## src/hw/rtl/dfs_pkg.sv

```systemverilog
package dfs_pkg;

    // Table geometry
    localparam int TABLE_DEPTH = 16;
    localparam int IDX_W       = $clog2(TABLE_DEPTH);
    localparam int CNT_W       = $clog2(TABLE_DEPTH + 1);
    localparam int LEN_CFG_W   = 5;
    localparam int LEN_W       = (CNT_W > LEN_CFG_W) ? CNT_W : LEN_CFG_W;

    // Field widths
    localparam int KIND_W   = 2;
    localparam int TIDX_W   = 4;
    localparam int KHZ_W    = 24;
    localparam int CYC_W    = 40;
    localparam int NS_W     = 48;
    localparam int DLY_W    = 32;
    localparam int STS_W    = 3;

    localparam logic [KHZ_W-1:0] KHZ_MAX = {KHZ_W{1'b1}};

    // Input tdata layout, lowest bit first
    localparam int OFF_TIDX  = 0;
    localparam int OFF_TKHZ  = OFF_TIDX + TIDX_W;
    localparam int OFF_TVAL  = OFF_TKHZ + KHZ_W;
    localparam int OFF_CYC   = OFF_TVAL + 1;
    localparam int OFF_TMIN  = OFF_CYC + CYC_W;
    localparam int OFF_DL    = OFF_TMIN + KHZ_W;
    localparam int OFF_TICK  = OFF_DL + NS_W;
    localparam int OFF_DLY   = OFF_TICK + NS_W;
    localparam int OFF_REQ   = OFF_DLY + DLY_W;
    localparam int IN_BITS   = OFF_REQ + KHZ_W;
    localparam int IN_TDATA_W = ((IN_BITS + 7) / 8) * 8;

    // Output layout
    localparam int OUT_TDATA_W = 2 * KHZ_W;
    localparam int OUT_TUSER_W = 1 + STS_W;

    // Configuration port
    localparam int CFG_IDX_W = 2;
    localparam logic [CFG_IDX_W-1:0] CFG_POLICY_MIN = 2'd0;
    localparam logic [CFG_IDX_W-1:0] CFG_POLICY_MAX = 2'd1;
    localparam logic [CFG_IDX_W-1:0] CFG_TABLE_LEN  = 2'd2;

    // Item kinds
    localparam logic [KIND_W-1:0] KIND_TABLE_WRITE = 2'd0;
    localparam logic [KIND_W-1:0] KIND_DEADLINE    = 2'd1;
    localparam logic [KIND_W-1:0] KIND_DIRECT_SET  = 2'd2;
    localparam logic [KIND_W-1:0] KIND_USER_SET    = 2'd3;

    // Result status
    localparam logic [STS_W-1:0] STS_ACCEPTED      = 3'd0;
    localparam logic [STS_W-1:0] STS_BELOW_MIN     = 3'd1;
    localparam logic [STS_W-1:0] STS_MISSED        = 3'd2;
    localparam logic [STS_W-1:0] STS_NO_WORK       = 3'd3;
    localparam logic [STS_W-1:0] STS_TABLE_WRITTEN = 3'd4;

    // Shared adder width: cycles * 1e6 needs 60 bits, remaining << 24 needs 72
    localparam int ALU_W  = NS_W + KHZ_W;
    localparam int STEP_W = $clog2(KHZ_W);

    // Set bits of 1000000: multiply by shift-and-add over these only
    localparam int MUL_STEPS  = 7;
    localparam int MSTEP_W    = $clog2(MUL_STEPS);
    localparam logic [4:0] MUL_SHIFT [MUL_STEPS] =
        '{5'd19, 5'd18, 5'd17, 5'd16, 5'd14, 5'd9, 5'd6};

    typedef struct packed {
        logic [ALU_W-1:0] a;
        logic [ALU_W-1:0] b;
        logic             sub;
    } alu_req_t;

    typedef struct packed {
        logic [ALU_W-1:0] sum;
        logic             carry;
    } alu_rsp_t;

    typedef struct packed {
        logic             en;
        logic [IDX_W-1:0] addr;
        logic [KHZ_W-1:0] khz;
        logic             valid;
    } tbl_wr_t;

endpackage

```

## src/hw/rtl/deadline_frequency_selector.sv

```systemverilog
// Channel  | Dir | Handshake          | Payload
// s_       | in  | s_tvalid/s_tready  | s_tuser: kind; s_tdata: table write, deadline, set fields
// m_       | out | m_tvalid/m_tready  | m_tdata: selected_khz, current_khz; m_tuser: changed, status
// cfg_     | in  | cfg_valid/cfg_ready| cfg_index: register, cfg_data: value (always ready)
//
// One item at a time; s_tready is high only while the sequencer is idle.
// Table write or no-work request: straight to the result. Direct/user set: a scan of up to
// TABLE_DEPTH entries, one table entry per cycle. Deadline request: add, compare, 7 multiply
// and 24 divide steps on the shared 72-bit adder, then the scan; if missed, entry 0 is taken.
// A result waits in the output register until taken; the next item is accepted meanwhile.
// aresetn (synchronous, active low) clears the table and current frequency, and resets the config.
module deadline_frequency_selector (
    input  logic                               aclk,
    input  logic                               aresetn,

    input  logic                               s_tvalid,
    output logic                               s_tready,
    // table_index, table_khz, table_entry_valid, cycles_left, task_min_khz,
    // due_ns, tick_ns, monitor_delay_ns, requested_khz, zero pad
    input  logic [dfs_pkg::IN_TDATA_W-1:0]     s_tdata,
    // kind
    input  logic [dfs_pkg::KIND_W-1:0]         s_tuser,

    output logic                               m_tvalid,
    input  logic                               m_tready,
    // selected_khz, current_khz
    output logic [dfs_pkg::OUT_TDATA_W-1:0]    m_tdata,
    // changed, status
    output logic [dfs_pkg::OUT_TUSER_W-1:0]    m_tuser,

    input  logic                               cfg_valid,
    output logic                               cfg_ready,
    input  logic [dfs_pkg::CFG_IDX_W-1:0]      cfg_index,
    input  logic [dfs_pkg::KHZ_W-1:0]          cfg_data
);
    import dfs_pkg::*;

    localparam logic [2:0] S_IDLE = 3'd0;
    localparam logic [2:0] S_REM  = 3'd1;
    localparam logic [2:0] S_MUL  = 3'd2;
    localparam logic [2:0] S_SAT  = 3'd3;
    localparam logic [2:0] S_DIV  = 3'd4;
    localparam logic [2:0] S_SCAN = 3'd5;
    localparam logic [2:0] S_FIN  = 3'd6;

    // Input fields
    logic [TIDX_W-1:0] in_tidx;
    logic [KHZ_W-1:0]  in_tkhz;
    logic              in_tval;
    logic [CYC_W-1:0]  in_cyc;
    logic [KHZ_W-1:0]  in_tmin;
    logic [NS_W-1:0]   in_dl;
    logic [NS_W-1:0]   in_tick;
    logic [DLY_W-1:0]  in_dly;
    logic [KHZ_W-1:0]  in_req;

    assign in_tidx = s_tdata[OFF_TIDX +: TIDX_W];
    assign in_tkhz = s_tdata[OFF_TKHZ +: KHZ_W];
    assign in_tval = s_tdata[OFF_TVAL];
    assign in_cyc  = s_tdata[OFF_CYC +: CYC_W];
    assign in_tmin = s_tdata[OFF_TMIN +: KHZ_W];
    assign in_dl   = s_tdata[OFF_DL +: NS_W];
    assign in_tick = s_tdata[OFF_TICK +: NS_W];
    assign in_dly  = s_tdata[OFF_DLY +: DLY_W];
    assign in_req  = s_tdata[OFF_REQ +: KHZ_W];

    // Control registers
    logic [2:0]           state_reg, state_next;
    logic                 m_tvalid_reg, m_tvalid_next;
    logic [KHZ_W-1:0]     oper_reg, oper_next;
    logic [KHZ_W-1:0]     pmin_reg;
    logic [KHZ_W-1:0]     pmax_reg;
    logic [LEN_CFG_W-1:0] cfg_len_reg;

    // Datapath registers
    logic [KIND_W-1:0]    kind_reg, kind_next;
    logic [CYC_W-1:0]     cycles_reg, cycles_next;
    logic [KHZ_W-1:0]     tmin_reg, tmin_next;
    logic [NS_W-1:0]      dl_reg, dl_next;
    logic [ALU_W-1:0]     acc_reg, acc_next;
    logic [ALU_W-1:0]     div_reg, div_next;
    logic [KHZ_W-1:0]     quo_reg, quo_next;
    logic [KHZ_W-1:0]     pick_reg, pick_next;
    logic [STEP_W-1:0]    step_reg, step_next;
    logic [LEN_W-1:0]     cnt_reg, cnt_next;
    logic [LEN_W-1:0]     len_reg, len_next;
    logic                 missed_reg, missed_next;
    logic [OUT_TDATA_W-1:0] m_tdata_reg, m_tdata_next;
    logic [OUT_TUSER_W-1:0] m_tuser_reg, m_tuser_next;

    alu_req_t         alu_req;
    alu_rsp_t         alu_rsp;
    tbl_wr_t          tbl_wr;
    logic [KHZ_W-1:0] rd_khz;
    logic             rd_valid;
    logic [KHZ_W-1:0] head_khz;
    logic [LEN_W-1:0] len_ext;
    logic             usable;
    logic             out_free;
    logic             accept;
    logic [STS_W-1:0] sts;
    logic [KHZ_W-1:0] sel;

    dfs_alu u_alu (
        .req (alu_req),
        .rsp (alu_rsp)
    );

    dfs_table u_table (
        .aclk     (aclk),
        .aresetn  (aresetn),
        .wr       (tbl_wr),
        .rd_addr  (cnt_reg[IDX_W-1:0]),
        .rd_khz   (rd_khz),
        .rd_valid (rd_valid),
        .head_khz (head_khz)
    );

    assign s_tready  = (state_reg == S_IDLE);
    assign cfg_ready = 1'b1;
    assign m_tvalid  = m_tvalid_reg;
    assign m_tdata   = m_tdata_reg;
    assign m_tuser   = m_tuser_reg;

    assign len_ext  = LEN_W'(cfg_len_reg);
    assign out_free = !m_tvalid_reg || m_tready;
    assign usable   = rd_valid && (rd_khz >= pmin_reg) && (rd_khz <= pmax_reg);

    // Shared adder operand select
    always_comb begin
        alu_req.a   = acc_reg;
        alu_req.b   = div_reg;
        alu_req.sub = 1'b1;
        case (state_reg)
            S_IDLE: begin
                alu_req.a   = ALU_W'(in_tick);
                alu_req.b   = ALU_W'(in_dly);
                alu_req.sub = 1'b0;
            end
            S_REM: begin
                alu_req.a = ALU_W'(dl_reg);
                alu_req.b = acc_reg;
            end
            S_MUL: begin
                alu_req.b   = ALU_W'(cycles_reg) << MUL_SHIFT[step_reg[MSTEP_W-1:0]];
                alu_req.sub = 1'b0;
            end
            default: begin
                alu_req.a   = acc_reg;
                alu_req.b   = div_reg;
                alu_req.sub = 1'b1;
            end
        endcase
    end

    // Outcome of the finished item
    always_comb begin
        accept = 1'b0;
        sts    = STS_ACCEPTED;
        sel    = pick_reg;
        case (kind_reg)
            KIND_TABLE_WRITE: begin
                sts = STS_TABLE_WRITTEN;
                sel = '0;
            end
            KIND_DEADLINE: begin
                if (cycles_reg == '0) begin
                    sts = STS_NO_WORK;
                    sel = '0;
                end else if (pick_reg < tmin_reg) begin
                    sts = STS_BELOW_MIN;
                end else begin
                    accept = 1'b1;
                    sts    = missed_reg ? STS_MISSED : STS_ACCEPTED;
                end
            end
            KIND_DIRECT_SET: begin
                if (pick_reg < tmin_reg) begin
                    sts = STS_BELOW_MIN;
                end else begin
                    accept = 1'b1;
                end
            end
            default: begin
                accept = 1'b1;
            end
        endcase
    end

    // Sequencer
    always_comb begin
        state_next    = state_reg;
        m_tvalid_next = m_tvalid_reg;
        oper_next     = oper_reg;
        kind_next     = kind_reg;
        cycles_next   = cycles_reg;
        tmin_next     = tmin_reg;
        dl_next       = dl_reg;
        acc_next      = acc_reg;
        div_next      = div_reg;
        quo_next      = quo_reg;
        pick_next     = pick_reg;
        step_next     = step_reg;
        cnt_next      = cnt_reg;
        len_next      = len_reg;
        missed_next   = missed_reg;
        m_tdata_next  = m_tdata_reg;
        m_tuser_next  = m_tuser_reg;

        tbl_wr.en    = 1'b0;
        tbl_wr.addr  = IDX_W'({{IDX_W{1'b0}}, in_tidx});
        tbl_wr.khz   = in_tkhz;
        tbl_wr.valid = in_tval;

        if (m_tvalid_reg && m_tready) begin
            m_tvalid_next = 1'b0;
        end

        case (state_reg)
            S_IDLE: begin
                if (s_tvalid) begin
                    kind_next   = s_tuser;
                    cycles_next = in_cyc;
                    tmin_next   = in_tmin;
                    dl_next     = in_dl;
                    acc_next    = alu_rsp.sum;
                    quo_next    = in_req;
                    pick_next   = head_khz;
                    missed_next = 1'b0;
                    step_next   = '0;
                    cnt_next    = '0;
                    len_next    = (len_ext > LEN_W'(TABLE_DEPTH)) ? LEN_W'(TABLE_DEPTH)
                                                                  : len_ext;
                    case (s_tuser)
                        KIND_TABLE_WRITE: begin
                            // Writes beyond the table depth are dropped
                            tbl_wr.en  = ({{IDX_W{1'b0}}, in_tidx} <
                                          (IDX_W + TIDX_W)'(TABLE_DEPTH));
                            state_next = S_FIN;
                        end
                        KIND_DEADLINE: begin
                            state_next = (in_cyc == '0) ? S_FIN : S_REM;
                        end
                        default: begin
                            state_next = S_SCAN;
                        end
                    endcase
                end
            end
            S_REM: begin
                // Deadline reached or passed: take entry 0 without a scan
                if (!alu_rsp.carry || alu_rsp.sum == '0) begin
                    missed_next = 1'b1;
                    pick_next   = head_khz;
                    state_next  = S_FIN;
                end else begin
                    div_next   = {alu_rsp.sum[ALU_W-KHZ_W-1:0], {KHZ_W{1'b0}}};
                    acc_next   = '0;
                    step_next  = '0;
                    state_next = S_MUL;
                end
            end
            S_MUL: begin
                acc_next  = alu_rsp.sum;
                step_next = step_reg + 1'b1;
                if (step_reg == STEP_W'(MUL_STEPS - 1)) begin
                    state_next = S_SAT;
                end
            end
            S_SAT: begin
                // Quotient would not fit in 24 bits: saturate the target
                if (alu_rsp.carry) begin
                    quo_next   = KHZ_MAX;
                    state_next = S_SCAN;
                end else begin
                    div_next   = div_reg >> 1;
                    step_next  = STEP_W'(KHZ_W - 1);
                    state_next = S_DIV;
                end
            end
            S_DIV: begin
                if (alu_rsp.carry) begin
                    acc_next = alu_rsp.sum;
                end
                quo_next = {quo_reg[KHZ_W-2:0], alu_rsp.carry};
                div_next = div_reg >> 1;
                if (step_reg == '0) begin
                    state_next = S_SCAN;
                end else begin
                    step_next = step_reg - 1'b1;
                end
            end
            S_SCAN: begin
                if (cnt_reg >= len_reg) begin
                    state_next = S_FIN;
                end else begin
                    cnt_next = cnt_reg + 1'b1;
                    if (usable && rd_khz < quo_reg) begin
                        state_next = S_FIN;
                    end else if (usable) begin
                        pick_next = rd_khz;
                    end
                end
            end
            S_FIN: begin
                if (out_free) begin
                    if (accept && sel != oper_reg) begin
                        oper_next = sel;
                    end
                    m_tdata_next  = {(accept && sel != oper_reg) ? sel : oper_reg, sel};
                    m_tuser_next  = {sts, accept && sel != oper_reg};
                    m_tvalid_next = 1'b1;
                    state_next    = S_IDLE;
                end
            end
            default: begin
                state_next = S_IDLE;
            end
        endcase
    end

    always_ff @(posedge aclk) begin
        if (!aresetn) begin
            state_reg    <= S_IDLE;
            m_tvalid_reg <= 1'b0;
            oper_reg     <= '0;
            pmin_reg     <= '0;
            pmax_reg     <= KHZ_MAX;
            cfg_len_reg  <= LEN_CFG_W'(1);
        end else begin
            state_reg    <= state_next;
            m_tvalid_reg <= m_tvalid_next;
            oper_reg     <= oper_next;
            if (cfg_valid) begin
                case (cfg_index)
                    CFG_POLICY_MIN: pmin_reg    <= cfg_data;
                    CFG_POLICY_MAX: pmax_reg    <= cfg_data;
                    CFG_TABLE_LEN:  cfg_len_reg <= cfg_data[LEN_CFG_W-1:0];
                    default: begin
                    end
                endcase
            end
        end
    end

    always_ff @(posedge aclk) begin
        kind_reg    <= kind_next;
        cycles_reg  <= cycles_next;
        tmin_reg    <= tmin_next;
        dl_reg      <= dl_next;
        acc_reg     <= acc_next;
        div_reg     <= div_next;
        quo_reg     <= quo_next;
        pick_reg    <= pick_next;
        step_reg    <= step_next;
        cnt_reg     <= cnt_next;
        len_reg     <= len_next;
        missed_reg  <= missed_next;
        m_tdata_reg <= m_tdata_next;
        m_tuser_reg <= m_tuser_next;
    end

endmodule

```

## src/hw/rtl/dfs_alu.sv

```systemverilog
module dfs_alu (
    input  dfs_pkg::alu_req_t req,
    output dfs_pkg::alu_rsp_t rsp
);
    import dfs_pkg::*;

    logic [ALU_W-1:0] b_op;

    // Subtract as a + ~b + 1; carry high means a >= b
    assign b_op = req.sub ? ~req.b : req.b;
    assign {rsp.carry, rsp.sum} = {1'b0, req.a} + {1'b0, b_op} + {{ALU_W{1'b0}}, req.sub};

endmodule

```

## src/hw/rtl/dfs_table.sv

```systemverilog
module dfs_table (
    input  logic                         aclk,
    input  logic                         aresetn,
    input  dfs_pkg::tbl_wr_t             wr,
    input  logic [dfs_pkg::IDX_W-1:0]    rd_addr,
    output logic [dfs_pkg::KHZ_W-1:0]    rd_khz,
    output logic                         rd_valid,
    output logic [dfs_pkg::KHZ_W-1:0]    head_khz
);
    import dfs_pkg::*;

    logic [KHZ_W-1:0] khz_reg   [TABLE_DEPTH];
    logic             valid_reg [TABLE_DEPTH];

    always_ff @(posedge aclk) begin
        if (!aresetn) begin
            for (int i = 0; i < TABLE_DEPTH; i++) begin
                khz_reg[i]   <= '0;
                valid_reg[i] <= 1'b0;
            end
        end else if (wr.en) begin
            khz_reg[wr.addr]   <= wr.khz;
            valid_reg[wr.addr] <= wr.valid;
        end
    end

    assign rd_khz   = khz_reg[rd_addr];
    assign rd_valid = valid_reg[rd_addr];
    assign head_khz = khz_reg[0];

endmodule

```

## config.mk

```make
export PLATFORM = sky130hd
export DESIGN_NAME = deadline_frequency_selector
export DESIGN_NICKNAME = d
export VERILOG_FILES = /design/src/hw/rtl/dfs_pkg.sv /design/src/hw/rtl/deadline_frequency_selector.sv /design/src/hw/rtl/dfs_alu.sv /design/src/hw/rtl/dfs_table.sv
export SDC_FILE = /design/constraint.sdc
export NUM_CORES = 2
export LEC_CHECK = 0
export ABC_AREA = 1
export BUFFER_PORTS_ARGS = -buffer_cell sky130_fd_sc_hd__buf_2
export CAP_MARGIN = 20
export CORE_MARGIN = 8
export CORE_UTILIZATION = 55
export CTS_BUF_LIST = sky130_fd_sc_hd__clkbuf_16
export CTS_CLUSTER_SIZE = 20
export DETAILED_ROUTE_END_ITERATION = 6
export PLACE_DENSITY = 0.77
export SLEW_MARGIN = 20
export SYNTH_ARGS = -nofsm -noshare
export SYNTH_HDL_FRONTEND = slang
export SYNTH_SLANG_ARGS = --single-unit
```

## constraint.sdc

```tcl
create_clock -name aclk -period 9.45 [get_ports aclk]
set_clock_uncertainty 0.15 [all_clocks]
set_input_delay 1.4175 -clock aclk [delete_from_list [all_inputs] [get_ports aclk]]
set_output_delay 1.4175 -clock aclk [all_outputs]
set_load 0.05 [all_outputs]
```

-- Word-level counts from Yosys, hierarchy flattened
Memory sizes are Yosys's and may differ from the RTL's. A register that Yosys moved wholly into a read port is not among the register bits.
Cells that the tools add are included.
- bits in writable memories: 400
- word-level logic and storage cells: 177
- memory bits (read-only): 40
- memories: 3
- input bits: 281
- register bits: 455
- reduce and logical (&&, ||, !) cells: 40
- equality and inequality tests: 27
- add/sub/neg operators: 5
- multiplexer cells: 72
- shift operators: 1
- magnitude comparators: 7
- bitwise operators: 2
- memory list (name ; depth ; bits a word ; rd ports ; clocked after memory_dff ; wr ports ; RTL line ; text):
    u_table.khz_reg ; 16 ; 24 ; 2 ; 1 ; 16 ; dfs_table.sv:12 ; logic [KHZ_W-1:0] khz_reg [TABLE_DEPTH];
    (no name shown) ; 8 ; 5 ; 1 ; 0 ; 0 ; deadline_frequency_selector.sv:145 ; alu_req.b = ALU_W'(cycles_reg) << MUL_SHIFT[step_reg[MSTEP_W-1:0]];
    u_table.valid_reg ; 16 ; 1 ; 1 ; 1 ; 16 ; dfs_table.sv:13 ; logic valid_reg [TABLE_DEPTH];
- operators by type and width (operator ; count):
    72-bit two-way mux ; 6
    72-bit case mux with 3 select lines ; 2
    72-bit case mux with 4 select lines ; 1
    24-bit two-way mux ; 10
    24-bit case mux with 3 select lines ; 2
    72-bit case mux with 2 select lines ; 1
    40-bit zero test ; 2
    72-bit by 72-bit adder with 73-bit output ; 1
    73-bit by 1-bit adder with 73-bit output ; 1
    72-bit zero test ; 1
    72-bit inverter ; 1
    40-bit by 5-bit << shifter with 72-bit output ; 1
    24-bit < comparator ; 2
    24-bit case mux with 2 select lines ; 1
    5-bit two-way mux ; 7
    2-bit != test (second input constant) ; 13
    5-bit case mux with 5 select lines ; 1
    24-bit greater-or-equal comparator ; 1
    24-bit less-or-equal comparator ; 1
    3-bit two-way mux ; 8
    24-bit != test ; 1
    24-bit OR reduction ; 1
    3-bit case mux with 7 select lines ; 1
    1-bit two-way mux ; 20
    other kinds (37) ; 68

-- Logic depth before layout (Yosys ltp)
- depth after elaboration: 14
- mapped depth: 41
- gate-level depth less buffers: 40

-- Cells and area by module
From an unflattened synthesis, not the netlist that was laid out.
- cell total of the unflattened synthesis: 6459
- area total of the unflattened synthesis: 50539.7 um^2
- modules (own cells, without submodules) (module ; times used ; area an instance (um^2) ; sequential area each (um^2) ; cells each):
    deadline_frequency_selector ; 1 ; 24692.4 ; 12852.3 ; 2915
    dfs_table ; 1 ; 19003.2 ; 11851.4 ; 2146
    dfs_alu ; 1 ; 6844.1 ; 0.0 ; 1398

-- Worst setup path before layout
Ideal clock, no wire load.
- path kind: reg-to-reg
- start: reg step_reg[1]
- end: reg acc_reg[0], enable pin
- required time: 8.695 ns
- period minus slack after synthesis: 10.248 ns
- library setup time: 0.605 ns
- path slack: -0.798 ns
- cell stages (with the launch flop): 37
- data arrival time: 9.493 ns
- cells stage by stage: edfxtp_1 > inv_1 > nand3_1 > o21ai_1 > buf_2 > buf_2 > o21ai_0 > o21ai_0 > inv_1 > o21ai_0 > inv_1 > o21ai_0 > nand2_1 > o211ai_1 > o21ai_0 > xor2_1 > ha_1 > nand2_1 > nor2_1 > inv_1 > nor2_1 > inv_1 > o21ai_0 > nand2_1 > nand2_1 > inv_1 > nand2_1 > nand2_1 > nand2_1 > xor2_1 > nor2_1 > nand3_1 > nor2_1 > nand3_1 > nand2_1 > nand2_1 > nor3b_1
- longest elaborated chain between the ends: 14
- elaborated cells on any way between the ends: 16
- classes of those cells: add/sub: 2; eq/ne: 2; shift: 1; mux: 4; bitwise: 2; reduce/logical: 4; memory: 1
- ends and longest elaborated chain (what ; RTL line ; text):
    start, declared ; deadline_frequency_selector.sv:84 ; logic [STEP_W-1:0] step_reg, step_next;
    start signal, assigned ; deadline_frequency_selector.sv:355 ; step_reg <= step_next;
    3-bit inverter with 4-bit output (not written as such) * ; deadline_frequency_selector.sv:145 ;
    memory 8 x 5 bit * ; -- ;
    5-bit two-way mux (not written as such) * (2 in a row) ; deadline_frequency_selector.sv:145 ;
    40-bit by 5-bit << shifter with 72-bit output * ; deadline_frequency_selector.sv:145 ;
    72-bit case mux with 3 select lines * ; deadline_frequency_selector.sv:134 ; case (state_reg)
    72-bit inverter ; dfs_alu.sv:10 ; assign b_op = req.sub ? ~req.b : req.b;
    72-bit two-way mux * ; dfs_alu.sv:10 ;
    72-bit by 72-bit adder with 73-bit output * ; dfs_alu.sv:11 ; assign {rsp.carry, rsp.sum} = {1'b0, req.a} + {1'b0, b_op} + {{ALU_W{1'b0}}, req.sub};
    73-bit by 1-bit adder with 73-bit output * ; dfs_alu.sv:11 ;
    72-bit zero test or 1-bit zero test (tied branches) ; deadline_frequency_selector.sv:252 ; if (!alu_rsp.carry || alu_rsp.sum == '0) begin
    1-bit logical OR ; deadline_frequency_selector.sv:252 ;
    2-bit != test (no line) ; -- ;
    4-bit AND reduction (no line) * ; -- ;
    end signal, assigned ; deadline_frequency_selector.sv:351 ; acc_reg <= acc_next;
    end, declared ; deadline_frequency_selector.sv:80 ; logic [ALU_W-1:0] acc_reg, acc_next;
Mark *: on every way between the ends. The rest lies on a longest branch, timed or not. The select of a mux whose other input is x is not followed.
A chain may end at the register's enable or synchronous reset.

-- Worst setup path after layout
- start: reg step_reg[1]
- end: reg div_reg[66], enable pin
- longest elaborated chain between the ends: 14
- elaborated cells on any way between the ends: 16
- classes of those cells: add/sub: 2; eq/ne: 2; shift: 1; mux: 4; bitwise: 2; reduce/logical: 4; memory: 1
- ends and longest elaborated chain (what ; RTL line ; text):
    3-bit inverter with 4-bit output (not written as such) * ; deadline_frequency_selector.sv:145 ;
    memory 8 x 5 bit * ; -- ;
    5-bit two-way mux (not written as such) * (2 in a row) ; deadline_frequency_selector.sv:145 ;
    40-bit by 5-bit << shifter with 72-bit output * ; deadline_frequency_selector.sv:145 ;
    72-bit case mux with 3 select lines * ; deadline_frequency_selector.sv:134 ;
    72-bit inverter ; dfs_alu.sv:10 ;
    72-bit two-way mux * ; dfs_alu.sv:10 ;
    72-bit by 72-bit adder with 73-bit output * ; dfs_alu.sv:11 ;
    73-bit by 1-bit adder with 73-bit output * ; dfs_alu.sv:11 ;
    72-bit zero test or 1-bit zero test (tied branches) ; deadline_frequency_selector.sv:252 ;
    1-bit logical OR ; deadline_frequency_selector.sv:252 ;
    2-bit != test (no line) ; -- ;
    3-bit AND reduction (no line) * ; -- ;
    end signal, assigned ; deadline_frequency_selector.sv:352 ; div_reg <= div_next;
    end, declared ; deadline_frequency_selector.sv:81 ; logic [ALU_W-1:0] div_reg, div_next;
Marked as above.

==> key figures <==
Synth
  • Post-synth top flop: edfxtp_1
  • Yosys reg bits: 859
  • Synth Warn #: 0
  • Synth Net Count: 5984
  • Top cells by area, synth: edfxtp_1, nor2_1, nand2_1
  • Number of enable flip-flop cells after synthesis: 758
  • Ys async rst share: 0%
  • Mapped Area: 0.04745 mm^2
  • Top-count cell post-synth: nor2_1
  • Synth top cells by count: nor2_1, nand2_1, edfxtp_1
  • Post-synth top area share: 47.97%
  • Mapped Cells: 5527
  • Synth cell types: 58
  • Syn Area/Cell: 8.585 um^2
  • Seq/Total Area, Yosys: 52.23%
  • Largest area contributor in the netlist: edfxtp_1

CTS
  • Clock-pin transition on the worst setup and hold timing paths: 70 ps
  • CTS tree: done
  • Hold buffers post-CTS: 0
  • Clock sinks: 859
  • Post-cts sizing count: 0
  • Post-CTS Setup Repair Bufs: 0
  • CTS root buf: clkbuf_16
  • CTS max path bufs: 3
  • Worst skew pair latency: 700 ps
  • CTS Buf Count: 90
  • H-tree Lvls: 3

Floorplanning
  • Core area: 0.08528 mm^2
  • Chip Width: 309.7 um
  • I/O pins: 336
  • Die ar.: 0.09593 mm^2
  • Rows: 107
  • Chip height: 309.7 um
  • Starting Density: 55.64%

Finish
  • Max FFs per register: 384
  • Fill count: 7345
  • Layout overhead on the synthesized area: 12.63%
  • Share of layout cells above drive strength 1: 10.60%
  • Fin nets: 6228
  • Final core utilization: 62.67%

Worst setup path
  • Levels on crit path: 37
  • Critical path arrival: 8610 ps
  • Kind of critical path: reg -> reg
  • Worst r2r src: step_reg[1]$_DFFE_PP_
  • FF-to-FF setup slack: 1080 ps
  • Worst path slowest cell: edfxtp_1
  • Most numerous cell on the critical path: nand2_1
  • WP data required: 9690 ps
  • Worst Path Buf+Inv: 6
  • Crit. End Element: register
  • Worst R2R End: div_reg[66]$_DFFE_PP_
  • CP startpoint kind: register
  • Cell family with most CP delay: simple AND/OR/NAND/NOR gates
  • R2R cell count: 37
  • Slowest Stage Delay on Critical Path: 550 ps
  • Critical Path Fanout Max: 40

Timing
  • Slew HR: 21.84%
  • RSZ-0062 raised after global routing: false
  • Final Hold Viols: 0
  • Achievable clock frequency: 119.4 MHz
  • Tcrit/Tclk final: 88.60%
  • Setup violators final: 0
  • Clock period minus worst slack: 8373 ps
  • Worst-margin pin slew: 1172 ps
  • Total negative slack: 0 ps
  • Final Max Slew Viols: 0

Detailed routing
  • Vias per cell: 6.086
  • Number of routed nets with antenna violations: 0
  • WL per Instance: 24.74 um
  • Drt first-iter violations: 6154
  • Routed wire length: 173.0 mm
  • Pre-antenna DRT Iters: 7
  • Routed via count: 42.58k
  • Residual DRC: 1

Min path
  • Worst hold path depth: 2
  • Worst min path class: reg -> reg
  • Min-delay src: pmin_reg[20]$_SDFFE_PN0P_
  • Hold EP: pmin_reg[20]$_SDFFE_PN0P_

Status
  • Status: finished, violations left
  • Failing checks: DRC

Placement
  • Post-DP HPWL: 127.7 mm
  • I/O Buffers: 331
  • Final Wtd Congestion: 1.065

Global routing
  • Global-route wire length before repair: 251.8 mm
  • Pin count of the biggest net entering global routing: 92
  • Vias in the first global route: 39.82k
  • Grt ovf: 0
  • GRT Util Overall: 35.04%
  • Initial antenna violation count: 10

Flow run
  • Max_cap viols: 0
==> worst register-to-register path, delay by kind of cell, from the launching register on <==
kind	cells	cell delay (ps)
AO/OA/AOI/OAI	10	2150
adder cells (fa/ha/maj)	1	390
flip-flops	1	550
AND/OR/NAND/NOR	18	2890
XOR/XNOR	2	530
buffers and inverters	6	1430
==> through the flow <==
step           instances  area, um^2  hold slack (ps)  setup WS (ps)
4_1_cts             6991       53430            313.8           1427
5_1_grt             6993       53440            343.4          653.5
2_1_floorplan       5527       47450            278.9          359.9
3_3_place_gp        6823       50370            291.6           1536
3_5_place_dp        6823       50370            303.8           1508
6_report            6995       53440            308.8           1077
==> worst max path at each step <==
| stage | start | end | slack [ps] |
|---|---|---|---|
| 6_report | step_reg[1]$_DFFE_PP_ | div_reg[66]$_DFFE_PP_ | 1080 |
| 5_1_grt | step_reg[1]$_DFFE_PP_ | div_reg[67]$_DFFE_PP_ | 650 |
| 2_1_floorplan | s_tvalid | u_table.khz_reg[0][0]$_SDFFCE_PN0P_ | 360 |
| 4_1_cts | step_reg[1]$_DFFE_PP_ | div_reg[67]$_DFFE_PP_ | 1430 |
| 3_5_place_dp | step_reg[1]$_DFFE_PP_ | div_reg[70]$_DFFE_PP_ | 1510 |
| 3_3_place_gp | step_reg[1]$_DFFE_PP_ | div_reg[69]$_DFFE_PP_ | 1540 |
==> layout make-up <==
class | count | area (um^2) | area share, %
flip-flops and latches | 859 | 24790 | 46.39
multi-input cells | 3832 | 19600 | 36.67
repair buffers | 432 | 2465 | 4.612
clock buffers | 93 | 2327 | 4.355
inverters | 556 | 2090 | 3.910
well taps | 1144 | 1431 | 2.678
clock inverters | 75 | 734.5 | 1.374
diodes | 4 | 10.01 | 0.01873
==> cells in the final DEF (no fill, tap or decap), types with 41 or more instances in the layout <==
cell / count
a21oi_1: 269
buf_2: 331
buf_4: 97
clkbuf_16: 93
dfxtp_1: 98
edfxtp_1: 758
ha_1: 174
inv_1: 558
nand2_1: 1004
nand3_1: 237
nor2_1: 1019
o211ai_1: 72
o21ai_0: 548
o221ai_1: 89
o22ai_1: 41
xor2_1: 77
==> layer usage <==
| metal | up-vias | global-route usage (%) | routed length, um |
|---|---|---|---|
| met2 | 2718 | 55.36 | 77910 |
| li1 | 19410 | - | - |
| met3 | 409 | 7.648 | 20820 |
| met1 | 20030 | 47.26 | 66330 |
| met5 | - | 0 | 86 |
| met4 | 14 | 13.49 | 7884 |
==> logic make-up after synthesis <==
group	synth area share, %
simple gates	20.42
compound gates	14.22
flops	52.23
buf+inv	6.677
fa+ha+maj	4.673
xor+xnor	1.624
mux	0.1529
other cells	0.007903
Power is not shown: default switching activity piles up to over one toggle a cycle in this logic, so the estimate is an artifact.
